`config.mk`:
```
export PLATFORM = sky130hd
export DESIGN_NAME = docb_queue
export DESIGN_NICKNAME = d
export VERILOG_FILES = /design/src/hw/rtl/docb_pkg.sv /design/src/hw/rtl/docb_queue.sv
export SDC_FILE = /design/constraint.sdc
export NUM_CORES = 1
export LEC_CHECK = 0
export ABC_CLOCK_PERIOD_IN_PS = 5650
export BUFFER_PORTS_ARGS = -buffer_cell sky130_fd_sc_hd__buf_2
export CORE_MARGIN = 4
export CORE_UTILIZATION = 40
export CTS_CLUSTER_DIAMETER = 30
export DETAILED_ROUTE_END_ITERATION = 6
export HOLD_SLACK_MARGIN = 0.15
export PLACE_DENSITY = 0.66
export SYNTH_ARGS = -nofsm -noshare
export SYNTH_HDL_FRONTEND = slang
export SYNTH_SLANG_ARGS = --single-unit
```
`constraint.sdc`:
```
create_clock -name clk -period 5.65 [get_ports clk]
set_input_delay 0.2825 -clock clk [delete_from_list [all_inputs] [get_ports clk]]
set_output_delay 0.2825 -clock clk [all_outputs]
set_load 0.01 [all_outputs]
```
`src/hw/rtl/docb_pkg.sv`:
```
// ---------------------------------------------------------------------------
// docb_pkg: shared types and constants
// Types, codes and defaults used by the draw op cull batcher.
// ---------------------------------------------------------------------------
package docb_pkg;

  localparam int TEXTURE_SLOTS_DEF = 16;
  localparam int COORD_BITS_DEF    = 16;

  localparam logic [1:0] STATUS_DRAWN   = 2'd0;
  localparam logic [1:0] STATUS_CULLED  = 2'd1;
  localparam logic [1:0] STATUS_INVALID = 2'd2;

  localparam logic [1:0] PIPE_TEXTURED = 2'd1;

  localparam logic [1:0] REG_VP_LEFT   = 2'd0;
  localparam logic [1:0] REG_VP_TOP    = 2'd1;
  localparam logic [1:0] REG_VP_RIGHT  = 2'd2;
  localparam logic [1:0] REG_VP_BOTTOM = 2'd3;

  // classified op handed from front to back
  typedef struct packed {
    logic        frame_start;
    logic [1:0]  status;
    logic [63:0] scissor;
    logic [1:0]  pipe;
    logic [31:0] tex;
  } cls_t;

  typedef struct packed {
    logic [1:0]  status;
    logic [31:0] inst_idx;
    logic [31:0] batch_index;
    logic        starts_batch;
    logic [63:0] scissor_rect;
    logic        texture_new;
    logic        texture_overflow;
    logic [31:0] culled_total;
  } res_t;

endpackage

```
`src/hw/rtl/docb_queue.sv`:
```
// ---------------------------------------------------------------------------
// docb_queue: two-entry queue
// Decouples the classifier from the batch stage.
// ---------------------------------------------------------------------------
module docb_queue (
  input  logic           clk,
  input  logic           rst_n,
  input  logic           wr_valid,
  output logic           wr_ready,
  input  docb_pkg::cls_t wr_data,
  output logic           rd_valid,
  input  logic           rd_ready,
  output docb_pkg::cls_t rd_data
);
  docb_pkg::cls_t mem_r [2];
  logic       wp_r, rp_r;
  logic [1:0] cnt_r;

  assign wr_ready = (cnt_r != 2'd2);
  assign rd_valid = (cnt_r != 2'd0);
  assign rd_data  = mem_r[rp_r];

  always_ff @(posedge clk) begin
    if (!rst_n) begin
      wp_r <= 1'b0; rp_r <= 1'b0; cnt_r <= 2'd0;
    end else begin
      if (wr_valid && wr_ready) wp_r <= ~wp_r;
      if (rd_valid && rd_ready) rp_r <= ~rp_r;
      cnt_r <= cnt_r + 2'(wr_valid && wr_ready) - 2'(rd_valid && rd_ready);
    end
  end

  always_ff @(posedge clk) begin
    if (wr_valid && wr_ready) mem_r[wp_r] <= wr_data;
  end
endmodule

```
==> flow_summary.json <==
{
  "holdWs_ps": 213,
  "syn_to_final_growth_pct": 45.0,
  "grt_pass1_wl_um": 24500,
  "fin_ws_ps": 2510,
  "final_cells": 980,
  "r2r_cells": 3,
  "critical_path_class": "reg -> out",
  "drtIter0Drc": 159,
  "post-route-period-util": 0.556,
  "hold_depth": 3,
  "fin_worst_skew_ps": 18.3,
  "drive_gt1_frac": 0.532,
  "setup_viol": 0,
  "syn_area_sq_mm": 0.00797,
  "cts_tree": "yes",
  "grt_usage": 0.139,
  "r2r_end": "mem_r[1][76]",
  "slowest_stage": "dfxtp_4",
  "p_leak_nw": 4.59,
  "required_ps": 5370,
  "top_layer_used": "met4",
  "pre_cts_slack_ps": 2980,
  "finalMaxSlewViolations": 0,
  "postCtsSetupBuffers": 0,
  "grt_pass1_vias": 4734,
  "fillers": 1460,
  "layout_common_cells": "207 x buf_2, 202 x edfxtp_1, 102 x dlygate4sd3_1, 90 x mux2_4, 41 x clkbuf_16",
  "clkLatencyLatePin_ps": 500,
  "drt_wl_total_um": 16000,
  "cts.sink_count": 207,
  "dpl.hpwl_um": 9520,
  "grt_max_degree": 65,
  "rsz0062_at_grt": "false",
  "wl_met1_um": 6210,
  "synth_cells": 338,
  "dp_cells": 803,
  "min_period_ps": 3140,
  "grt_antenna_before_repair": 1,
  "portBuffers": 207,
  "worst_ep_arrival_time_ps": 2860,
  "powerDensity_mw_per_mm2": 473,
  "clock.fmax_mhz": 319,
  "seq_area_frac_synth": 0.774,
  "startpoint_type": "flip-flop",
  "viasPerCell": 4.47,
  "final_common_cell": "buf_2",
  "io_pins": 208,
  "vias": 4384,
  "yosys_warnings": 0,
  "status": "finished clean",
  "worstPathCellList": "buf_4 > mux2_4 > buf_2",
  "r2r_setup_slack_ps": 3330,
  "critical_path_peak_fanout": 64,
  "die-area_sq_mm": 0.0223,
  "setup_tns_ps": 0,
  "synth-seq-cells": 207,
  "crit_buf_inv": 2,
  "synth_cell_types": 19,
  "dr_wl_met3_um": 1270,
  "slowest_delay_ps": 1090,
  "hp-class": "in -> reg",
  "drtPass1Iterations": 4,
  "die_x_um": 149,
  "worst_pin_slew_ps": 1170,
  "hold_violations": 0,
  "syn_nets": 445,
  "max-vdd-ir-drop_mv": 0.277,
  "reg2reg_from": "cnt_r[0]",
  "timing.critical_path.to": "rd_data[86]",
  "floorplan.die.height_um": 149,
  "ant_nets": 0,
  "nets": 789,
  "postCtsResizedCells": 0,
  "wire_per_inst_um": 16.3,
  "core_sq_mm": 0.0195,
  "path_clk_slew_ps": 50,
  "max_cap_viol_count": 0,
  "place_congestion": 0.760,
  "cts_buffers": 40,
  "endpoint_kind": "output port",
  "cts.path.max_buffers": 3,
  "cp_top_family": "flip-flops",
  "drc": 0,
  "initial_core_util": 0.408,
  "root_buffer": "clkbuf_16",
  "syn_avg_cell_area_sq_um": 23.6,
  "slew_headroom": 0.217,
  "htreeDepth": 2,
  "route.met2.wl_um": 8250,
  "cp.depth": 3,
  "grt-ovfl-total": 0,
  "num_rows": 51
}
## what timing repair did
action                                 CTS  global route
hold buffers                           102             0
endpoints found under the hold margin  207             0
setup endpoints to repair                0             0
## area by class of cell
class	instances	area (sq um)	area share
Antenna cell	1	2.50	0.000217
Clock buffer	42	1030	0.0891
Clock inverter	32	314	0.0272
Inverter	1	3.75	0.000325
Multi-Input combinational cell	119	1620	0.140
Sequential cell	207	6170	0.534
Tap cell	265	332	0.0287
Timing Repair Buffer	313	2090	0.181
## per-stage QoR
stage               utilization  total power [W]  instance area (sq um)
global route              0.592          0.00570                  11600
CTS                       0.592          0.00552                  11600
floorplan                     -          0.00286                   7970
detailed placement        0.471          0.00315                   9190
finish                    0.592          0.00546                  11600
global placement          0.471          0.00312                   9190
## how the worst min path moves through the flow
stage / start / endpoint
after floorplan: wr_data[0] / mem_r[0][0]
after detailed placement: wr_data[44] / mem_r[1][44]
after global placement: wr_data[0] / mem_r[1][0]
after CTS: wr_valid / wp_r
after global routing: wr_valid / wp_r
final: wr_valid / wp_r
## cells by family after synthesis
group	synth area share
flip-flops	0.774
multiplexers	0.186
buffers and inverters	0.0251
AND/OR/NAND/NOR	0.00769
XOR/XNOR	0.00330
adder cells (fa/ha/maj)	0.00314
AO/OA/AOI/OAI	0.000942
## worst reg2reg max path, delay by kind of cell (launching register included)
family,cells,cell delay (ps)
flops,1,350
simple gates,2,820
buf+inv,1,720
## power breakdown
group | switching [W] | leakage, nW | internal, W | total [W]
clock | 0.000778 | 0.656 | 0.00153 | 0.00230
sequential | 0.000131 | 1.93 | 0.00194 | 0.00207
combinational | 0.000487 | 2.01 | 0.000606 | 0.00109
## cells in the mapped netlist
master | number | area share
nor2_1 | 1 | 0.00047
nand2_1 | 2 | 0.00094
nor2b_1 | 2 | 0.0016
buf_2 | 1 | 0.00063
ha_1 | 2 | 0.0031
dfxtp_1 | 5 | 0.013
and3_1 | 1 | 0.00079
xnor2_1 | 3 | 0.0033
o21a_1 | 1 | 0.00094
nand2b_1 | 2 | 0.0016
and2_1 | 2 | 0.0016
buf_6 | 1 | 0.0014
mux2_4 | 90 | 0.17
mux2_2 | 11 | 0.016
or2_2 | 1 | 0.00079
edfxtp_1 | 202 | 0.76
buf_12 | 9 | 0.023
mux2i_1 | 1 | 0.0013
inv_1 | 1 | 0.00047
## metal layers
| layer | vias to the layer above | GRT usage |
|---|---|---|
| met1 | 2128 | 0.159 |
| met5 | - | 0 |
| met2 | 174 | 0.245 |
| met3 | 33 | 0.0501 |
| met4 | 0 | 0.0435 |
| li1 | 2049 | - |
## sequential cells by signal (all words and copies together) (netlist names), named ones only
register,cells
rp_r,1
cnt_r,2
wp_r,1
mem_r,202
Power figures use the tool's default switching activity.
