**config.mk**
```make
export PLATFORM = sky130hd
export DESIGN_NAME = docb_front_flat
export DESIGN_NICKNAME = d
export VERILOG_FILES = /design/src/hw/rtl/docb_pkg.sv /design/src/hw/rtl/docb_if.sv /design/src/hw/rtl/docb_front.sv /design/src/flat_wrapper.sv
export SDC_FILE = /design/constraint.sdc
export NUM_CORES = 2
export LEC_CHECK = 0
export ABC_AREA = 0
export BUFFER_PORTS_ARGS = -buffer_cell sky130_fd_sc_hd__buf_2
export CAP_MARGIN = 15
export CORE_MARGIN = 1.5
export CORE_UTILIZATION = 64
export CTS_CLUSTER_DIAMETER = 40
export DETAILED_ROUTE_END_ITERATION = 16
export PLACE_DENSITY = 0.87
export SYNTH_ARGS = -nofsm -noshare
export SYNTH_HDL_FRONTEND = slang
export SYNTH_SLANG_ARGS = --single-unit
```
**constraint.sdc**
```tcl
create_clock -name clk -period 15.2 [get_ports clk]
set_input_delay 2.28 -clock clk [delete_from_list [all_inputs] [get_ports clk]]
set_output_delay 2.28 -clock clk [all_outputs]
set_load 0.01 [all_outputs]
```
**src/hw/rtl/docb_pkg.sv**
```systemverilog
// ---------------------------------------------------------------------------
// docb_pkg: shared types and constants
// Types, codes and defaults used by the draw op cull batcher.
// ---------------------------------------------------------------------------
package docb_pkg;

  localparam int TEXTURE_SLOTS_DEF = 16;
  localparam int COORD_BITS_DEF    = 16;

  localparam logic [1:0] STATUS_DRAWN   = 2'd0;
  localparam logic [1:0] STATUS_CULLED  = 2'd1;
  localparam logic [1:0] STATUS_INVALID = 2'd2;

  localparam logic [1:0] PIPE_TEXTURED = 2'd1;

  localparam logic [1:0] REG_VP_LEFT   = 2'd0;
  localparam logic [1:0] REG_VP_TOP    = 2'd1;
  localparam logic [1:0] REG_VP_RIGHT  = 2'd2;
  localparam logic [1:0] REG_VP_BOTTOM = 2'd3;

  // classified op handed from front to back
  typedef struct packed {
    logic        frame_start;
    logic [1:0]  status;
    logic [63:0] scissor;
    logic [1:0]  pipe;
    logic [31:0] tex;
  } cls_t;

  typedef struct packed {
    logic [1:0]  status;
    logic [31:0] inst_idx;
    logic [31:0] batch_index;
    logic        starts_batch;
    logic [63:0] scissor_rect;
    logic        texture_new;
    logic        texture_overflow;
    logic [31:0] culled_total;
  } res_t;

endpackage

```
**src/hw/rtl/docb_if.sv**
```systemverilog
// ---------------------------------------------------------------------------
// Channel interfaces
// Valid/ready channels for draw ops, results and register writes.
// ---------------------------------------------------------------------------
interface docb_in_if;
  logic        valid;
  logic        ready;
  logic        frame_start;
  logic [63:0] src_rect;
  logic [63:0] linear_part;
  logic [31:0] translation;
  logic        has_clip;
  logic [63:0] clip_rect;
  logic [1:0]  pipeline_kind;
  logic [31:0] texture_id;
  modport source(output valid, frame_start, src_rect, linear_part, translation,
                 has_clip, clip_rect, pipeline_kind, texture_id, input ready);
  modport sink(input valid, frame_start, src_rect, linear_part, translation,
               has_clip, clip_rect, pipeline_kind, texture_id, output ready);
endinterface


```
**src/hw/rtl/docb_front.sv**
```systemverilog
// ---------------------------------------------------------------------------
// docb_front: transform and cull
// Maps the rect corners, bounds them, clips and builds the scissor.
// The corners are mapped in turn on two multiplier pairs (S_MAP), then the
// decision is registered (S_DEC) and handed off (S_OUT).
// ---------------------------------------------------------------------------
module docb_front #(
  parameter int COORD_BITS = docb_pkg::COORD_BITS_DEF
) (
  input  logic            clk,
  input  logic            rst_n,
  docb_in_if.sink         in_ch,
  input  logic [63:0]     viewport,
  output logic            q_valid,
  input  logic            q_ready,
  output docb_pkg::cls_t  q_data
);
  localparam int LB = (COORD_BITS < 16) ? COORD_BITS : 16;
  localparam logic [2:0] S_IDLE = 3'd0, S_MAP = 3'd1, S_DEC = 3'd2, S_OUT = 3'd3;

  logic [2:0]  state_r;
  logic [1:0]  corner_r;
  logic [63:0] rect_r, mat_r, clip_r;
  logic [31:0] trans_r, tex_r;
  logic        has_clip_r, fs_r;
  logic [1:0]  pipe_r;
  logic signed [35:0] bl_r, br_r, bt_r, bb_r;
  docb_pkg::cls_t out_r;

  function automatic logic signed [16:0] lane(input logic [63:0] w, input int i);
    logic [15:0] v;
    logic signed [15:0] s;
    v = w[16*i +: 16];
    s = $signed(v << (16 - LB)) >>> (16 - LB);
    return 17'(s);
  endfunction

  function automatic logic signed [16:0] mx(input logic signed [16:0] a,
                                            input logic signed [16:0] b);
    return (a > b) ? a : b;
  endfunction

  function automatic logic signed [16:0] mn(input logic signed [16:0] a,
                                            input logic signed [16:0] b);
    return (a < b) ? a : b;
  endfunction

  // corner products
  logic signed [16:0] cx, cy;
  logic signed [32:0] pxa, pxb, pya, pyb;
  logic signed [35:0] tx, ty;
  logic signed [35:0] px, py;
  always_comb begin
    cx = corner_r[0] ? lane(rect_r, 2) : lane(rect_r, 0);
    cy = corner_r[1] ? lane(rect_r, 3) : lane(rect_r, 1);
    pxa = $signed(mat_r[15:0]) * cx;
    pxb = $signed(mat_r[47:32]) * cy;
    pya = $signed(mat_r[31:16]) * cx;
    pyb = $signed(mat_r[63:48]) * cy;
    tx = 36'(lane({32'd0, trans_r}, 0)) <<< 12;
    ty = 36'(lane({32'd0, trans_r}, 1)) <<< 12;
    px = 36'(pxa) + 36'(pxb) + tx;
    py = 36'(pya) + 36'(pyb) + ty;
  end

  // clip and decision
  logic signed [16:0] vl, vt, vr, vb, cl, ct, cr, cb;
  logic signed [35:0] il, ir, it, ib;
  logic signed [16:0] sl, st, sr, sb;
  logic culled, vp_bad;
  always_comb begin
    vl = 17'($signed(viewport[15:0]));
    vt = 17'($signed(viewport[31:16]));
    vr = 17'($signed(viewport[47:32]));
    vb = 17'($signed(viewport[63:48]));
    vp_bad = (vr <= vl) || (vb <= vt);
    cl = vl; ct = vt; cr = vr; cb = vb;
    if (has_clip_r) begin
      cl = mx(vl, lane(clip_r, 0));
      ct = mx(vt, lane(clip_r, 1));
      cr = mn(vr, lane(clip_r, 2));
      cb = mn(vb, lane(clip_r, 3));
    end
    il = (bl_r > 36'(cl) <<< 12) ? bl_r : 36'(cl) <<< 12;
    ir = (br_r < 36'(cr) <<< 12) ? br_r : 36'(cr) <<< 12;
    it = (bt_r > 36'(ct) <<< 12) ? bt_r : 36'(ct) <<< 12;
    ib = (bb_r < 36'(cb) <<< 12) ? bb_r : 36'(cb) <<< 12;
    sl = cl >>> 4;
    st = ct >>> 4;
    sr = -((-cr) >>> 4);
    sb = -((-cb) >>> 4);
    culled = (cr <= cl) || (cb <= ct) || (ir <= il) || (ib <= it)
          || (sr <= sl) || (sb <= st);
  end

  assign in_ch.ready = (state_r == S_IDLE);
  assign q_valid     = (state_r == S_OUT);
  assign q_data      = out_r;

  always_ff @(posedge clk) begin
    if (!rst_n) begin
      state_r  <= S_IDLE;
      corner_r <= 2'd0;
    end else begin
      case (state_r)
        S_IDLE: if (in_ch.valid) begin
          state_r  <= S_MAP;
          corner_r <= 2'd0;
        end
        S_MAP: begin
          corner_r <= corner_r + 2'd1;
          if (corner_r == 2'd3) state_r <= S_DEC;
        end
        S_DEC: state_r <= S_OUT;
        S_OUT: if (q_ready) state_r <= S_IDLE;
        default: state_r <= S_IDLE;
      endcase
    end
  end

  // payload capture and bound accumulation
  always_ff @(posedge clk) begin
    if (state_r == S_IDLE && in_ch.valid) begin
      rect_r     <= in_ch.src_rect;
      mat_r      <= in_ch.linear_part;
      trans_r    <= in_ch.translation;
      clip_r     <= in_ch.clip_rect;
      has_clip_r <= in_ch.has_clip;
      fs_r       <= in_ch.frame_start;
      pipe_r     <= in_ch.pipeline_kind;
      tex_r      <= in_ch.texture_id;
    end
    if (state_r == S_MAP) begin
      if (corner_r == 2'd0) begin
        bl_r <= px; br_r <= px; bt_r <= py; bb_r <= py;
      end else begin
        if (px < bl_r) bl_r <= px;
        if (px > br_r) br_r <= px;
        if (py < bt_r) bt_r <= py;
        if (py > bb_r) bb_r <= py;
      end
    end
    if (state_r == S_DEC) begin
      out_r.frame_start <= fs_r;
      out_r.status      <= vp_bad ? docb_pkg::STATUS_INVALID :
                           (culled ? docb_pkg::STATUS_CULLED : docb_pkg::STATUS_DRAWN);
      out_r.scissor     <= {sb[15:0], sr[15:0], st[15:0], sl[15:0]};
      out_r.pipe        <= pipe_r;
      out_r.tex         <= tex_r;
    end
  end
endmodule

```
**src/flat_wrapper.sv**
```systemverilog
// flat-port wrapper written by rule: the top's interface ports become plain ports
module docb_front_flat 
#(
  parameter int COORD_BITS = docb_pkg::COORD_BITS_DEF
)
  (clk, rst_n, viewport, q_valid, q_ready, q_data, in_ch_valid, in_ch_frame_start, in_ch_src_rect, in_ch_linear_part, in_ch_translation, in_ch_has_clip, in_ch_clip_rect, in_ch_pipeline_kind, in_ch_texture_id, in_ch_ready);
  docb_in_if in_ch_i ();
  input  logic clk;
  input  logic rst_n;
  input  logic [63:0] viewport;
  output logic q_valid;
  input  logic q_ready;
  output docb_pkg::cls_t q_data;
  input wire logic [$bits(in_ch_i.valid)-1:0] in_ch_valid;
  input wire logic [$bits(in_ch_i.frame_start)-1:0] in_ch_frame_start;
  input wire logic [$bits(in_ch_i.src_rect)-1:0] in_ch_src_rect;
  input wire logic [$bits(in_ch_i.linear_part)-1:0] in_ch_linear_part;
  input wire logic [$bits(in_ch_i.translation)-1:0] in_ch_translation;
  input wire logic [$bits(in_ch_i.has_clip)-1:0] in_ch_has_clip;
  input wire logic [$bits(in_ch_i.clip_rect)-1:0] in_ch_clip_rect;
  input wire logic [$bits(in_ch_i.pipeline_kind)-1:0] in_ch_pipeline_kind;
  input wire logic [$bits(in_ch_i.texture_id)-1:0] in_ch_texture_id;
  output wire logic [$bits(in_ch_i.ready)-1:0] in_ch_ready;
  assign in_ch_i.valid = in_ch_valid;
  assign in_ch_i.frame_start = in_ch_frame_start;
  assign in_ch_i.src_rect = in_ch_src_rect;
  assign in_ch_i.linear_part = in_ch_linear_part;
  assign in_ch_i.translation = in_ch_translation;
  assign in_ch_i.has_clip = in_ch_has_clip;
  assign in_ch_i.clip_rect = in_ch_clip_rect;
  assign in_ch_i.pipeline_kind = in_ch_pipeline_kind;
  assign in_ch_i.texture_id = in_ch_texture_id;
  assign in_ch_ready = in_ch_i.ready;
  docb_front #(.COORD_BITS(COORD_BITS)) u_core (.clk(clk), .rst_n(rst_n), .in_ch(in_ch_i), .viewport(viewport), .q_valid(q_valid), .q_ready(q_ready), .q_data(q_data));
endmodule
```
==> metrics.md <==
| Metric | Value |
|---|---|
| Status | `completed` |
| Filler cells | `7,997` |
| Fin area | `78,300 um2` |
| Reg2reg setup slack | `3390 ps` |
| I/O pin cnt | `431` |
| Cell variety after synth | `78` |
| CP most frequent cell | `fa_1` |
| Final worst slack | `3390 ps` |
| Syn Std Cell Area | `71,700 um2` |
| Area share of the largest cell type after synthesis | `0.352` |
| Final WL | `206 mm` |
| Async set-reset flop share out of synthesis | `0` |
| Area grow syn2layout | `9.23%` |
| Fin crit share | `0.777` |
| Hold Buf Count CTS | `0` |
| Reg2reg start | `u_core.corner_r[0]` |
| Fin Setup TNS | `0 ps` |
| Yosys synthesis warning count | `0` |
| Fmax | `0.0847 GHz` |
| Most frequent cells after synthesis | `inv_1 (1,674), fa_1 (1,260), ha_1 (764), nand2_1 (618), and2_1 (546)` |
| Post_cts resized | `0` |
| Die extent in y | `338 um` |
| Finish-stage setup viols | `0` |
| CTS clk-pin slew, worst paths | `50 ps` |
| Antenna Violating Nets Remaining | `0` |
| Required @ worst endpoint | `15,580 ps` |
| Post-synthesis xor/xnor area fraction | `0.0133` |
| HP Class | `reg2reg` |
| Final hold vios | `0` |
| Post-DP Area | `75,400 um2` |
| Global-route wire length before repair | `317 mm` |
| Area contributors post-synth | `fa_1 (35%), edfxtp_1 (21%), ha_1 (13%)` |
| WL met3 | `21.9 mm` |
| Worst-Margin Slew | `1210 ps` |
| Largest net degree at the start of global routing | `126` |
| Cell count after synthesis | `6,939` |
| Setup crit start kind | `register` |
| DP HPWL | `167 mm` |
| Fin Clk Skew | `59.8 ps` |
| Row cnt | `122` |
| Initial DRC count | `4,319` |
| Primary FF master, synth | `edfxtp_1` |
| CP arrival | `12,190 ps` |
| Synth Net Count | `9,291` |
| Antenna violations before repair | `14` |
| Vias in the first global route | `56,200` |
| Worst Setup End Kind | `register` |
| Drt wl/cell | `23.3 um` |
| Gr ovfl total | `0` |
| Synth Area in Simple Gates | `0.116` |
| Worst Hold Depth | `0` |
| Post-synth top area cell | `fa_1` |
| Synth Area per Inst | `10.3 um2` |
| Worst Setup SP | `u_core.corner_r[0]` |
| Post-synthesis sequential area ratio | `0.208` |
| Pins Over Slew Limit | `0` |
| CP peak stage delay | `830 ps` |
| Clock sink count | `497` |
| Die area | `114,000 um2` |
| Clock latency at the later pin of the worst-skew pair | `730 ps` |
| M1 WL | `76.1 mm` |
| Worst-case hold path end point | `u_core.q_data[28]` |
| Critical path class | `reg2reg` |
| Port Buffers | `430` |
| RSZ-0062 raised after global routing | `false` |
| Min-delay src | `u_core.tex_r[28]` |
| #FFs+latches synth | `497` |
| Gpl congestion | `1.05` |
| Adder-cell share of the synthesized area | `0.485` |
| H-Tree Depth | `3` |
| CTS root buf | `clkbuf_16` |
| Final min period | `11,810 ps` |
| Met2 wirelength from detailed routing | `95.1 mm` |
| Mux cell area share after synthesis | `0.0207` |
| Most common cell in the netlist | `inv_1` |
| Via count | `51,600` |
| CTS tree | `yes` |
| Die W | `338 um` |
| Core Region | `111,000 um2` |
| Max Cap Viol | `0` |
| Reg2reg end | `u_core.br_r[14]` |
| Post-synthesis compound-gate area fraction | `0.0582` |
| Max FO, Critical Path | `32` |
| Post-synth EDFFs | `493` |
| DRC viols | `0` |
| Uppermost layer routed | `met5` |
| Area taken by flip-flops and latches | `14,900 um2` |
| TritonCTS buffer count | `83` |
| Post-CTS setup buffer count | `0` |
| R2R depth | `35` |
| Nets | `9,655` |
| Via-per-instance ratio | `5.82` |
| Multi-input logic area | `49,800 um2` |
| DP Worst Slack | `3440 ps` |
| Max-slew headroom | `0.170` |
| Initial Utilization | `0.647` |
| CP max stage cell | `dfxtp_2` |
| Main combinational cell family by area after synthesis | `adder cells` |
| CTS max path bufs | `3` |
| Share of post-route cells with drive strength above 1 | `0.0950` |
| First-pass detailed-route iteration total | `6` |
| GRT Total Usage | `0.373` |
[final cells by class]
type,count,area share
clock inverter,64,0.0105
tap,1488,0.0238
timing repair buffer,483,0.0327
sequential,497,0.190
antenna,13,0.000415
multi-input combinational,4564,0.636
clock buffer,86,0.0267
inverter,1674,0.0803
[cell families after synthesis]
| logic type | after synthesis |
|---|---|
| compound gates | 651 |
| xor+xnor | 109 |
| fa+ha+maj | 2024 |
| buf+inv | 1878 |
| flops | 497 |
| mux | 140 |
| simple gates | 1640 |
[cell usage in the layout (no fill, tap or decap), types with 89 or more instances in the layout]
cell type,Yosys,routed
inv_1,1674,1674
fa_1,1260,1260
ha_1,764,763
nand2_1,618,618
and2_1,546,545
edfxtp_1,493,493
buf_2,7,430
a21oi_1,177,175
nor2_1,165,165
o21ai_0,161,160
a21o_1,127,127
mux2i_1,93,91
xnor2_1,89,89
[per-layer routing]
layer  up-vias  GRT usage
met5         -          0
met4         4      0.221
met3       681     0.0922
met1     25500      0.464
met2      2924      0.593
li1      22500          -
[sequential cells by signal, summed over array words and instances, names as in the netlist]
name,cells
u_core.state_r,2
u_core.bt_r,35
u_core.has_clip_r,1
u_core.bl_r,35
u_core.pipe_r,2
u_core.q_data,93
u_core.bb_r,35
u_core.corner_r,2
u_core.trans_r,32
u_core.tex_r,32
u_core.fs_r,1
u_core.br_r,35
u_core.clip_r,64
u_core.mat_r,64
u_core.rect_r,64
[how the worst max path moves through the flow]
stage | end | slack, ps
floorplan | u_core.bl_r[0] | 3940
global placement | u_core.br_r[14] | 3620
detailed placement | u_core.br_r[16] | 3440
CTS | u_core.br_r[14] | 3450
global route | u_core.br_r[14] | 2470
finish | u_core.br_r[14] | 3390
[worst max-delay path, delay by kind of cell (launching register included)]
| family | cells | cell delay [ps] |
|---|---|---|
| buf+inv | 6 | 630 |
| xor+xnor | 1 | 160 |
| mux | 1 | 740 |
| fa+ha+maj | 10 | 4950 |
| flops | 1 | 830 |
| simple gates | 8 | 2190 |
| compound gates | 9 | 1980 |
[through the flow]
step           hold slack (ps)  std cells   util
6_report                   419       8869  0.707
5_1_grt                    418       8865  0.706
4_1_cts                    418       8855  0.706
3_5_place_dp               405       8705  0.680
3_3_place_gp               401       8705  0.680
2_1_floorplan              400       6939      -
Power is not shown: default switching activity piles up to over one toggle a cycle in this logic, so the estimate is an artifact.
