<file path="src/hw/rtl/docb_pkg.sv">
// ---------------------------------------------------------------------------
// docb_pkg: shared types and constants
// Types, codes and defaults used by the draw op cull batcher.
// ---------------------------------------------------------------------------
package docb_pkg;

  localparam int TEXTURE_SLOTS_DEF = 16;
  localparam int COORD_BITS_DEF    = 16;

  localparam logic [1:0] STATUS_DRAWN   = 2'd0;
  localparam logic [1:0] STATUS_CULLED  = 2'd1;
  localparam logic [1:0] STATUS_INVALID = 2'd2;

  localparam logic [1:0] PIPE_TEXTURED = 2'd1;

  localparam logic [1:0] REG_VP_LEFT   = 2'd0;
  localparam logic [1:0] REG_VP_TOP    = 2'd1;
  localparam logic [1:0] REG_VP_RIGHT  = 2'd2;
  localparam logic [1:0] REG_VP_BOTTOM = 2'd3;

  // classified op handed from front to back
  typedef struct packed {
    logic        frame_start;
    logic [1:0]  status;
    logic [63:0] scissor;
    logic [1:0]  pipe;
    logic [31:0] tex;
  } cls_t;

  typedef struct packed {
    logic [1:0]  status;
    logic [31:0] inst_idx;
    logic [31:0] batch_index;
    logic        starts_batch;
    logic [63:0] scissor_rect;
    logic        texture_new;
    logic        texture_overflow;
    logic [31:0] culled_total;
  } res_t;

endpackage

</file>
<file path="src/hw/rtl/docb_if.sv">


interface docb_out_if;
  logic        valid;
  logic        ready;
  logic [1:0]  status;
  logic [31:0] inst_idx;
  logic [31:0] batch_index;
  logic        starts_batch;
  logic [63:0] scissor_rect;
  logic        texture_new;
  logic        texture_overflow;
  logic [31:0] culled_total;
  modport source(output valid, status, inst_idx, batch_index, starts_batch,
                 scissor_rect, texture_new, texture_overflow, culled_total,
                 input ready);
  modport sink(input valid, status, inst_idx, batch_index, starts_batch,
               scissor_rect, texture_new, texture_overflow, culled_total,
               output ready);
endinterface


</file>
<file path="src/hw/rtl/docb_back.sv">
// ---------------------------------------------------------------------------
// docb_back: batch and texture set
// Counts, batches and searches the texture set four slots a cycle.
// ---------------------------------------------------------------------------
module docb_back #(
  parameter int TEXTURE_SLOTS = docb_pkg::TEXTURE_SLOTS_DEF
) (
  input  logic           clk,
  input  logic           rst_n,
  input  logic           q_valid,
  output logic           q_ready,
  input  docb_pkg::cls_t q_data,
  docb_out_if.source     out_ch
);
  localparam int IW   = (TEXTURE_SLOTS > 1) ? $clog2(TEXTURE_SLOTS) : 1;
  localparam int NGRP = (TEXTURE_SLOTS + 3) / 4;
  localparam int GW   = (NGRP > 1) ? $clog2(NGRP) : 1;
  localparam logic [1:0] S_IDLE = 2'd0, S_SRCH = 2'd1, S_OUT = 2'd2;

  logic [1:0]  state_r;
  logic [31:0] inst_r, batch_r, cull_r;
  logic        bopen_r;
  logic [1:0]  bpipe_r;
  logic [31:0] btex_r;
  logic [63:0] bsc_r;
  logic [31:0] seen_r [TEXTURE_SLOTS];
  logic [TEXTURE_SLOTS-1:0] valid_r;
  logic [IW:0] fill_r;
  logic [GW-1:0] grp_r;
  logic        found_r;
  logic [31:0] tex_r;
  docb_pkg::res_t res_r;

  // four-slot compare
  logic hit;
  always_comb begin
    hit = 1'b0;
    for (int k = 0; k < 4; k++) begin
      if (int'(grp_r) * 4 + k < TEXTURE_SLOTS) begin
        if (valid_r[IW'(int'(grp_r) * 4 + k)] &&
            seen_r[IW'(int'(grp_r) * 4 + k)] == tex_r) hit = 1'b1;
      end
    end
  end

  assign q_ready      = (state_r == S_IDLE);
  assign out_ch.valid = (state_r == S_OUT);
  assign out_ch.status           = res_r.status;
  assign out_ch.inst_idx         = res_r.inst_idx;
  assign out_ch.batch_index      = res_r.batch_index;
  assign out_ch.starts_batch     = res_r.starts_batch;
  assign out_ch.scissor_rect     = res_r.scissor_rect;
  assign out_ch.texture_new      = res_r.texture_new;
  assign out_ch.texture_overflow = res_r.texture_overflow;
  assign out_ch.culled_total     = res_r.culled_total;

  always_ff @(posedge clk) begin
    if (!rst_n) begin
      state_r <= S_IDLE;
      inst_r  <= '0; batch_r <= '0; cull_r <= '0;
      bopen_r <= 1'b0; bpipe_r <= '0; btex_r <= '0; bsc_r <= '0;
      valid_r <= '0; fill_r <= '0; grp_r <= '0; found_r <= 1'b0;
    end else begin
      case (state_r)
        S_IDLE: if (q_valid) begin
          logic [31:0] inst_nxt, batch_nxt, cull_nxt;
          logic bopen_nxt, joins;
          logic [1:0] state_nxt;
          docb_pkg::res_t res_nxt;
          inst_nxt  = q_data.frame_start ? 32'd0 : inst_r;
          batch_nxt = q_data.frame_start ? 32'd0 : batch_r;
          cull_nxt  = q_data.frame_start ? 32'd0 : cull_r;
          bopen_nxt = q_data.frame_start ? 1'b0 : bopen_r;
          joins = bopen_nxt && bpipe_r == q_data.pipe && btex_r == q_data.tex &&
                  bsc_r == q_data.scissor;
          res_nxt = '0;
          res_nxt.status = q_data.status;
          state_nxt = S_OUT;
          if (q_data.status == docb_pkg::STATUS_CULLED) begin
            cull_nxt = cull_nxt + 32'd1;
          end else if (q_data.status == docb_pkg::STATUS_DRAWN) begin
            res_nxt.inst_idx     = inst_nxt;
            res_nxt.scissor_rect = q_data.scissor;
            inst_nxt = inst_nxt + 32'd1;
            if (joins) begin
              res_nxt.batch_index = batch_nxt - 32'd1;
            end else begin
              res_nxt.batch_index  = batch_nxt;
              res_nxt.starts_batch = 1'b1;
              batch_nxt = batch_nxt + 32'd1;
              bopen_nxt = 1'b1;
            end
            if (q_data.pipe == docb_pkg::PIPE_TEXTURED) state_nxt = S_SRCH;
          end
          res_nxt.culled_total = cull_nxt;
          // open a new batch, or drop the old one on frame start
          if (q_data.status == docb_pkg::STATUS_DRAWN && !joins) begin
            bpipe_r <= q_data.pipe; btex_r <= q_data.tex; bsc_r <= q_data.scissor;
          end else if (q_data.frame_start) begin
            bpipe_r <= '0; btex_r <= '0; bsc_r <= '0;
          end
          if (q_data.frame_start) begin
            valid_r <= '0; fill_r <= '0;
          end
          inst_r <= inst_nxt; batch_r <= batch_nxt; cull_r <= cull_nxt;
          bopen_r <= bopen_nxt;
          res_r <= res_nxt;
          tex_r <= q_data.tex;
          grp_r <= '0; found_r <= 1'b0;
          state_r <= state_nxt;
        end
        S_SRCH: begin
          if (hit || found_r) found_r <= 1'b1;
          grp_r <= grp_r + GW'(1);
          if (int'(grp_r) == NGRP - 1) begin
            state_r <= S_OUT;
            if (!(hit || found_r)) begin
              res_r.texture_new <= 1'b1;
              if (fill_r < (IW+1)'(TEXTURE_SLOTS)) begin
                valid_r[fill_r[IW-1:0]] <= 1'b1;
                fill_r <= fill_r + (IW+1)'(1);
              end else begin
                res_r.texture_overflow <= 1'b1;
              end
            end
          end
        end
        S_OUT: if (out_ch.ready) state_r <= S_IDLE;
        default: state_r <= S_IDLE;
      endcase
    end
  end

  // texture store, filled in order
  always_ff @(posedge clk) begin
    if (state_r == S_SRCH && int'(grp_r) == NGRP - 1 && !(hit || found_r) &&
        fill_r < (IW+1)'(TEXTURE_SLOTS))
      seen_r[fill_r[IW-1:0]] <= tex_r;
  end
endmodule

</file>
<file path="src/flat_wrapper.sv">
// flat-port wrapper written by rule: the top's interface ports become plain ports
module docb_back_flat 
#(
  parameter int TEXTURE_SLOTS = docb_pkg::TEXTURE_SLOTS_DEF
)
  (clk, rst_n, q_valid, q_ready, q_data, out_ch_valid, out_ch_status, out_ch_inst_idx, out_ch_batch_index, out_ch_starts_batch, out_ch_scissor_rect, out_ch_texture_new, out_ch_texture_overflow, out_ch_culled_total, out_ch_ready);
  docb_out_if out_ch_i ();
  input  logic clk;
  input  logic rst_n;
  input  logic q_valid;
  output logic q_ready;
  input  docb_pkg::cls_t q_data;
  output wire logic [$bits(out_ch_i.valid)-1:0] out_ch_valid;
  output wire logic [$bits(out_ch_i.status)-1:0] out_ch_status;
  output wire logic [$bits(out_ch_i.inst_idx)-1:0] out_ch_inst_idx;
  output wire logic [$bits(out_ch_i.batch_index)-1:0] out_ch_batch_index;
  output wire logic [$bits(out_ch_i.starts_batch)-1:0] out_ch_starts_batch;
  output wire logic [$bits(out_ch_i.scissor_rect)-1:0] out_ch_scissor_rect;
  output wire logic [$bits(out_ch_i.texture_new)-1:0] out_ch_texture_new;
  output wire logic [$bits(out_ch_i.texture_overflow)-1:0] out_ch_texture_overflow;
  output wire logic [$bits(out_ch_i.culled_total)-1:0] out_ch_culled_total;
  input wire logic [$bits(out_ch_i.ready)-1:0] out_ch_ready;
  assign out_ch_valid = out_ch_i.valid;
  assign out_ch_status = out_ch_i.status;
  assign out_ch_inst_idx = out_ch_i.inst_idx;
  assign out_ch_batch_index = out_ch_i.batch_index;
  assign out_ch_starts_batch = out_ch_i.starts_batch;
  assign out_ch_scissor_rect = out_ch_i.scissor_rect;
  assign out_ch_texture_new = out_ch_i.texture_new;
  assign out_ch_texture_overflow = out_ch_i.texture_overflow;
  assign out_ch_culled_total = out_ch_i.culled_total;
  assign out_ch_i.ready = out_ch_ready;
  docb_back #(.TEXTURE_SLOTS(TEXTURE_SLOTS)) u_core (.clk(clk), .rst_n(rst_n), .q_valid(q_valid), .q_ready(q_ready), .q_data(q_data), .out_ch(out_ch_i));
endmodule
</file>
<file path="config.mk">
export PLATFORM = sky130hd
export DESIGN_NAME = docb_back_flat
export DESIGN_NICKNAME = d
export VERILOG_FILES = /design/src/hw/rtl/docb_pkg.sv /design/src/hw/rtl/docb_if.sv /design/src/hw/rtl/docb_back.sv /design/src/flat_wrapper.sv
export SDC_FILE = /design/constraint.sdc
export NUM_CORES = 1
export LEC_CHECK = 0
export ABC_AREA = 1
export BUFFER_PORTS_ARGS = -buffer_cell sky130_fd_sc_hd__buf_2
export CORE_MARGIN = 5
export CORE_UTILIZATION = 43
export DETAILED_ROUTE_END_ITERATION = 16
export PLACE_DENSITY_LB_ADDON = 0.12
export SLEW_MARGIN = 20
export SYNTH_ARGS = -nofsm -noshare
export SYNTH_HDL_FRONTEND = slang
export SYNTH_SLANG_ARGS = --single-unit
</file>
<file path="constraint.sdc">
create_clock -name clk -period 11.65 [get_ports clk]
set_clock_uncertainty 0.1 [all_clocks]
set_input_delay 1.165 -clock clk [delete_from_list [all_inputs] [get_ports clk]]
set_output_delay 1.165 -clock clk [all_outputs]
set_load 0.01 [all_outputs]
</file>
==> results.sh, run 1 <==
export IMPL_status="finished clean"
export IMPL_die_w_um=327
export IMPL_clock_sinks=932
export IMPL_critPathRequiredTime_ns=11.86
export IMPL_cts_tree="built"
export IMPL_grt_pass1_wl_um=191000
export IMPL_final_hold_viol_count=0
export IMPL_ys_flop_type="edfxtp_1"
export IMPL_wl_met3_um=6650
export IMPL_drive_above_1_share=0.114
export IMPL_pin_count=272
export IMPL_synth_xor_area_share=0.0309
export IMPL_path_cells="buf_4 -> buf_4 -> nand2_1 -> nand3_1 -> nand2_1 -> xor2_1 -> nor2_1 -> nand2_1 -> nor2_1 -> nand3_1 -> nor2_1 -> nor2_2 -> nand4_2 -> nor3_2 -> buf_4"
export IMPL_synthCells=4779
export IMPL_ctsHoldBuffers=0
export IMPL_max_freq_mhz=181
export IMPL_dp_hpwl_um=80500
export IMPL_grt_pass1_vias=31500
export IMPL_fin_tns_setup_ns=0
export IMPL_cts_made_buffers=102
export IMPL_layout_nets=5125
export IMPL_fill_cells=9590
export IMPL_cts_max_path_buffers=3
export IMPL_tightest_slew_ns=1.11
export IMPL_cts_resized=0
export IMPL_die_h_um=327
export IMPL_highest_layer="met5"
export IMPL_grt_overflow_total=0
export IMPL_arrival_ns=5.74
export IMPL_ys_seq_area_frac=0.598
export IMPL_dr_pass1_iters=6
export IMPL_synth_nets=4893
export IMPL_synth_edff_count=709
export IMPL_dp_cells=6204
export IMPL_areaGrowthSynthToFinish_pct=13.5
export IMPL_grt_max_degree=135
export IMPL_worstPathMaxFanout=72
export IMPL_root_buffer="clkbuf_16"
export IMPL_report_final_setup_viol=0
export IMPL_detail_route_iter0_violations=2620
export IMPL_via_per_inst=5.16
export IMPL_wl_per_cell_um=19.5
export IMPL_synthAdderAreaFrac=0.00261
export IMPL_synthSimpleGateAreaFrac=0.262
export IMPL_start_util=0.432
export IMPL_post_cts_buffers=0
export IMPL_fin_crit_ns=5.53
export IMPL_synth_async_sr_flop_share=0
export IMPL_ys_types=51
export IMPL_clk_pin_slew_worst_paths_ns=0.06
export IMPL_crit_type="register to register"
export IMPL_synth_area_mm2=0.0431
export IMPL_routed_wl_um=125000
export IMPL_vias=33100
export IMPL_worstSkewPairLatency_ns=0.70
export IMPL_row_count=116
export IMPL_core_mm2=0.0999
export IMPL_dr_wl_met2_um=59800
export IMPL_track_usage=0.229
export IMPL_drc=0
export IMPL_synth_top_family_by_area="simple AND/OR/NAND/NOR gates"
export IMPL_htree_levels=3
export IMPL_portBuffers=271
export IMPL_die_area_mm2=0.107
export IMPL_place_gp_congestion=0.915
export IMPL_yosysWarnings=0
export IMPL_end_kind="register"
export IMPL_p_per_area_mw_per_mm2=149
export IMPL_fin_crit_sh=0.475
export IMPL_max_cap_viol_count=0
export IMPL_power_leakage_nw=18.8
export IMPL_ys_ff_latch=932
export IMPL_fin_cells=6405
export IMPL_synth_compound_area_share=0.0471
export IMPL_ir_drop_mv=0.104
export IMPL_cpMaxStageDelayCell="dfxtp_4"
export IMPL_slew_headroom=0.260
export IMPL_ant_nets=0
export IMPL_avgSynthCellArea_um2=9.02
export IMPL_antenna_found_initial=10
export IMPL_muxShareOfSynthArea=0
export IMPL_start_kind="register"
export IMPL_met1_length_um=55800
export IMPL_slowest_delay_ns=0.93
export IMPL_finalMaxSlewViolations=0
export IMPL_rsz0062_at_grt="no"
export IMPL_hp_class="register to register"
cell families after synthesis:
kind of cell	count (synthesis)
and+or+nand+nor	2680
AOI/OAI and AO/OA	394
DFF	932
adders and majority gates	9
buffers and inverters	612
xor gates and xnor gates	152
area by class of cell:
class	count	area, um2	area share
antenna	8	20.0	0.000409
clock buffer	134	2780	0.0569
clock inverter	58	512	0.0105
inverter	413	1560	0.0320
multi-input combinational	3235	14900	0.304
sequential	932	25800	0.526
tap	1298	1620	0.0332
timing repair buffer	327	1800	0.0368
final timing paths:
kind / start / slack [ns] / endpoint / cells after the start
hold reg to reg: u_core.bpipe_r[1]$_SDFFE_PN0P_ / 0.36 / u_core.bpipe_r[1]$_SDFFE_PN0P_ / 2
setup / recovery: u_core.grp_r[0]$_SDFFE_PN0P_ / 6.12 / u_core.seen_r[10][0]$_DFFE_PP_ / 15
setup reg to reg: u_core.grp_r[0]$_SDFFE_PN0P_ / 6.12 / u_core.seen_r[10][0]$_DFFE_PP_ / 15
hold / removal: u_core.bpipe_r[1]$_SDFFE_PN0P_ / 0.36 / u_core.bpipe_r[1]$_SDFFE_PN0P_ / 2
cell usage after synthesis, types with 34 or more instances:
| cell type | count | area [um2] |
|---|---|---|
| nand2_1 | 1458 | 5470 |
| edfxtp_1 | 709 | 21300 |
| nor2_1 | 510 | 1910 |
| nand3_1 | 422 | 2110 |
| inv_1 | 400 | 1500 |
| a21oi_1 | 229 | 1150 |
| dfxtp_1 | 223 | 4460 |
| o21ai_0 | 132 | 661 |
| xor2_1 | 116 | 1020 |
| nor3_1 | 96 | 480 |
| clkbuf_1 | 79 | 297 |
| buf_2 | 76 | 380 |
| nand4_1 | 65 | 407 |
| xnor2_1 | 36 | 315 |
| nor4_1 | 34 | 213 |
placed cells by master, fill, tap and decap left out, drive strengths merged, types with 4 or more instances in the layout:
master,n
inv,412
bufinv,5
clkbuf,134
diode,8
clkinv,50
edfxtp,709
nor4,36
a21oi,229
o21ai,143
clkinvlp,4
nand3b,9
nor3b,8
dfxtp,223
nand2,1463
nand3,424
a211oi,4
nor3,102
nor2,532
o2111ai,5
nand4,66
o22ai,5
or2,34
ha,9
xnor2,36
buf,327
xor2,116
power by group:
group	switching [mW]	internal, mW	leakage (nW)
logic	0.305	0.124	8.92
clock network	1.36	1.80	1.61
registers	0.0531	3.63	8.26
total	1.72	5.56	18.8
critical path: cells and delay by family, from the launching register on:
kind / cells / cell delay (ns)
XOR/XNOR: 1 / 0.14
buffers and inverters: 3 / 2.04
AND/OR/NAND/NOR: 11 / 1.82
flip-flops: 1 / 0.93
metal layers:
| layer | vias to the layer above | track usage |
|---|---|---|
| met1 | 15700 | 0.316 |
| li1 | 16300 | - |
| met5 | - | 0 |
| met4 | 2 | 0.0620 |
| met3 | 152 | 0.0332 |
| met2 | 894 | 0.382 |
through the flow:
| step | total power [mW] | util | area (um2) | hold slack [ns] | worst slack (ns) |
|---|---|---|---|---|---|
| 3_5_place_dp | 4.18 | 0.457 | 45600 | 0.354 | 5.86 |
| 3_3_place_gp | 4.18 | 0.457 | 45600 | 0.348 | 5.89 |
| 6_report | 7.28 | 0.490 | 48900 | 0.360 | 6.12 |
| 4_1_cts | 7.35 | 0.490 | 48900 | 0.363 | 6.09 |
| 2_1_floorplan | 4.01 | - | 43100 | 0.339 | 1.01 |
| 5_1_grt | 7.55 | 0.490 | 48900 | 0.374 | 5.72 |
state kept, by name, summed over array words and instances, names as in the netlist, 5 cells and up, named ones only:
name                        flops
u_core.bsc_r                   64
u_core.btex_r                  32
u_core.valid_r                 16
u_core.out_ch.scissor_rect     64
u_core.out_ch.culled_total     32
u_core.out_ch.inst_idx         32
u_core.seen_r                 512
u_core.inst_r                  32
u_core.tex_r                   32
u_core.batch_r                 32
u_core.out_ch.batch_index      32
u_core.cull_r                  32
u_core.fill_r                   5
Power figures use the tool's default switching activity.
==> run 2, diff against run 1 <==
==> constraint.sdc (replaced) <==
create_clock -name clk -period 4.48 [get_ports clk]
set_clock_uncertainty 0.1 [all_clocks]
set_input_delay 0.448 -clock clk [delete_from_list [all_inputs] [get_ports clk]]
set_output_delay 0.448 -clock clk [all_outputs]
set_load 0.01 [all_outputs]
==> run 2 against run 1 <==
  * Hold slack got worse by 0.30 ns
  * Global-route usage is 1.0 points higher
  * Critical endpoint is now u_core.seen_r[10][13]$_DFFE_PP_
  * Total power increased to 2.7 times the previous value
  * Highest routed layer unchanged
==> results.sh, run 2 (same netlist as run 1, synthesis figures left out) <==
export IMPL_status="finished clean"
export IMPL_switchingPower_mw=4.57
export IMPL_crit_start="u_core.grp_r[0]$_SDFFE_PN0P_"
export IMPL_power_mw=19.5
export IMPL_hp_start="q_data[22]"
export IMPL_ant_nets=0
export IMPL_place_gp_congestion=0.917
export IMPL_grt_overflow_total=0
export IMPL_final_hold_viol_count=0
export IMPL_start_util=0.432
export IMPL_pin_count=272
export IMPL_detail_route_iter0_violations=2838
export IMPL_grt_pass1_wl_um=199000
export IMPL_switching_share=0.235
export IMPL_cts_made_buffers=102
export IMPL_slowest_delay_ns=0.87
export IMPL_hp_class="primary input to register"
export IMPL_die_h_um=327
export IMPL_max_freq_mhz=245
export IMPL_cts_tree="built"
export IMPL_row_count=116
export IMPL_fin_crit_ns=4.08
export IMPL_max_cap_viol_count=0
export IMPL_tightest_slew_ns=1.04
export IMPL_cpMaxStageDelayCell="nor3_2"
export IMPL_ir_drop_mv=0.338
export IMPL_vias=34300
export IMPL_drive_above_1_share=0.128
export IMPL_clock_sinks=932
export IMPL_whs_endpoint="u_core.tex_r[22]$_DFFE_PP_"
export IMPL_track_usage=0.240
export IMPL_dp_hpwl_um=89300
export IMPL_largest_register_ffs=512
export IMPL_place_area_mm2=0.0464
export IMPL_final_cell_mix="nand2_1 (1458), edfxtp_1 (709), nor2_1 (508)"
export IMPL_antenna_found_initial=11
export IMPL_finalMaxSlewViolations=0
export IMPL_rsz0062_at_grt="no"
export IMPL_fill_cells=9422
export IMPL_die_area_mm2=0.107
export IMPL_crit_type="register to register"
export IMPL_dp_cells=6288
export IMPL_pwr_share_clk=0.442
export IMPL_power_leakage_nw=19.7
export IMPL_critPathRequiredTime_ns=4.75
export IMPL_crit_family="simple AND/OR/NAND/NOR gates"
export IMPL_fin_cells=6590
export IMPL_p_int_mw=14.9
export IMPL_reg2reg_from="u_core.grp_r[0]$_SDFFE_PN0P_"
export IMPL_reg2reg_depth=15
export IMPL_portBuffers=271
export IMPL_report_final_setup_viol=0
export IMPL_via_per_inst=5.21
export IMPL_htree_levels=3
export IMPL_final_common_cell="nand2_1"
export IMPL_start_kind="register"
export IMPL_stdcell_area_mm2=0.0509
export IMPL_rrSetupSlack_ns=0.40
export IMPL_dr_pass1_iters=6
export IMPL_worstPathMaxFanout=77
export IMPL_slew_headroom=0.306
export IMPL_p_per_area_mw_per_mm2=382
export IMPL_grt_pass1_vias=32500
export IMPL_core_mm2=0.0999
export IMPL_cts_max_path_buffers=3
export IMPL_die_w_um=327
export IMPL_end_kind="register"
export IMPL_worstSkewPairLatency_ns=0.68
export IMPL_grt_max_degree=102
export IMPL_p_seq_frac=0.491
export IMPL_crit_buf_inv=3
export IMPL_drc=0
export IMPL_routed_wl_um=131000
export IMPL_post_cts_buffers=0
export IMPL_r2r_end="u_core.seen_r[10][13]$_DFFE_PP_"
export IMPL_clk_pin_slew_worst_paths_ns=0.06
export IMPL_fin_crit_sh=0.911
export IMPL_layout_nets=5308
export IMPL_arrival_ns=4.35
export IMPL_areaGrowthSynthToFinish_pct=18.1
export IMPL_path_cells="inv_6 -> buf_12 -> nand2_1 -> nand3_1 -> nand2_1 -> o21ai_0 -> nor2_1 -> nand2_1 -> nor2_1 -> nand3_1 -> nor2_1 -> nor2_2 -> nand4_2 -> nor3_2 -> buf_12"
export IMPL_root_buffer="clkbuf_16"
export IMPL_holdPathStages=1
export IMPL_wl_per_cell_um=20.0
export IMPL_p_comb_frac=0.067
-- run 2: through the flow --
step / utilization / hold WS [ns] / setup TNS, ns / setup WS, ns
after global placement: 0.465 / 0.349 / 0 / 0.477
after floorplan: - / 0.339 / -43.67 / -0.136
after detailed placement: 0.465 / 0.352 / 0 / 0.477
after global routing: 0.510 / 0.00517 / 0 / 0.185
after CTS: 0.510 / 0.000712 / 0 / 0.397
final: 0.510 / 0.0557 / 0 / 0.400
-- run 2: power groups by stage --
stage / Combinational [mW] / Sequential (mW) / Clock, mW
final: 1.30 / 9.56 / 8.60
after global routing: 1.43 / 9.58 / 9.12
after CTS: 1.31 / 9.56 / 8.77
after detailed placement: 1.23 / 9.74 / 0
after global placement: 1.22 / 9.74 / 0
after floorplan: 0.642 / 9.77 / 0
-- run 2: final cells by class --
cell class,count,area [um2],area share
multi-input cells,3235,14900,0.292
well taps,1298,1620,0.0319
repair buffers,510,3600,0.0708
clock inverters,61,672,0.0132
flip-flops and latches,932,25800,0.506
inverters,413,1560,0.0307
diodes,9,22.5,0.000442
clock buffers,132,2780,0.0545
-- run 2: repair_timing --
| action | CTS | global route |
|---|---|---|
| hold buffers | 100 | 0 |
| resized for setup | 0 | 0 |
| endpoints found under the hold margin | 149 | 0 |
-- run 2: routing by layer --
metal | up-vias | track usage | part of all wire
met1 | 16400 | 0.329 | 0.44
met2 | 1062 | 0.401 | 0.48
li1 | 16700 | - | -
met3 | 199 | 0.0385 | 0.062
met4 | 2 | 0.0600 | 0.026
met5 | - | 0 | 0.000076
-- run 2: worst max-delay path by stage --
stage	endpoint	slack, ns	cells after the start
floorplan	u_core.seen_r[1][0]$_DFFE_PP_	-0.14	16
global placement	u_core.seen_r[10][15]$_DFFE_PP_	0.48	15
detailed placement	u_core.seen_r[10][15]$_DFFE_PP_	0.48	16
CTS	u_core.seen_r[10][13]$_DFFE_PP_	0.40	16
global route	u_core.seen_r[10][13]$_DFFE_PP_	0.19	18
finish	u_core.seen_r[10][13]$_DFFE_PP_	0.40	15
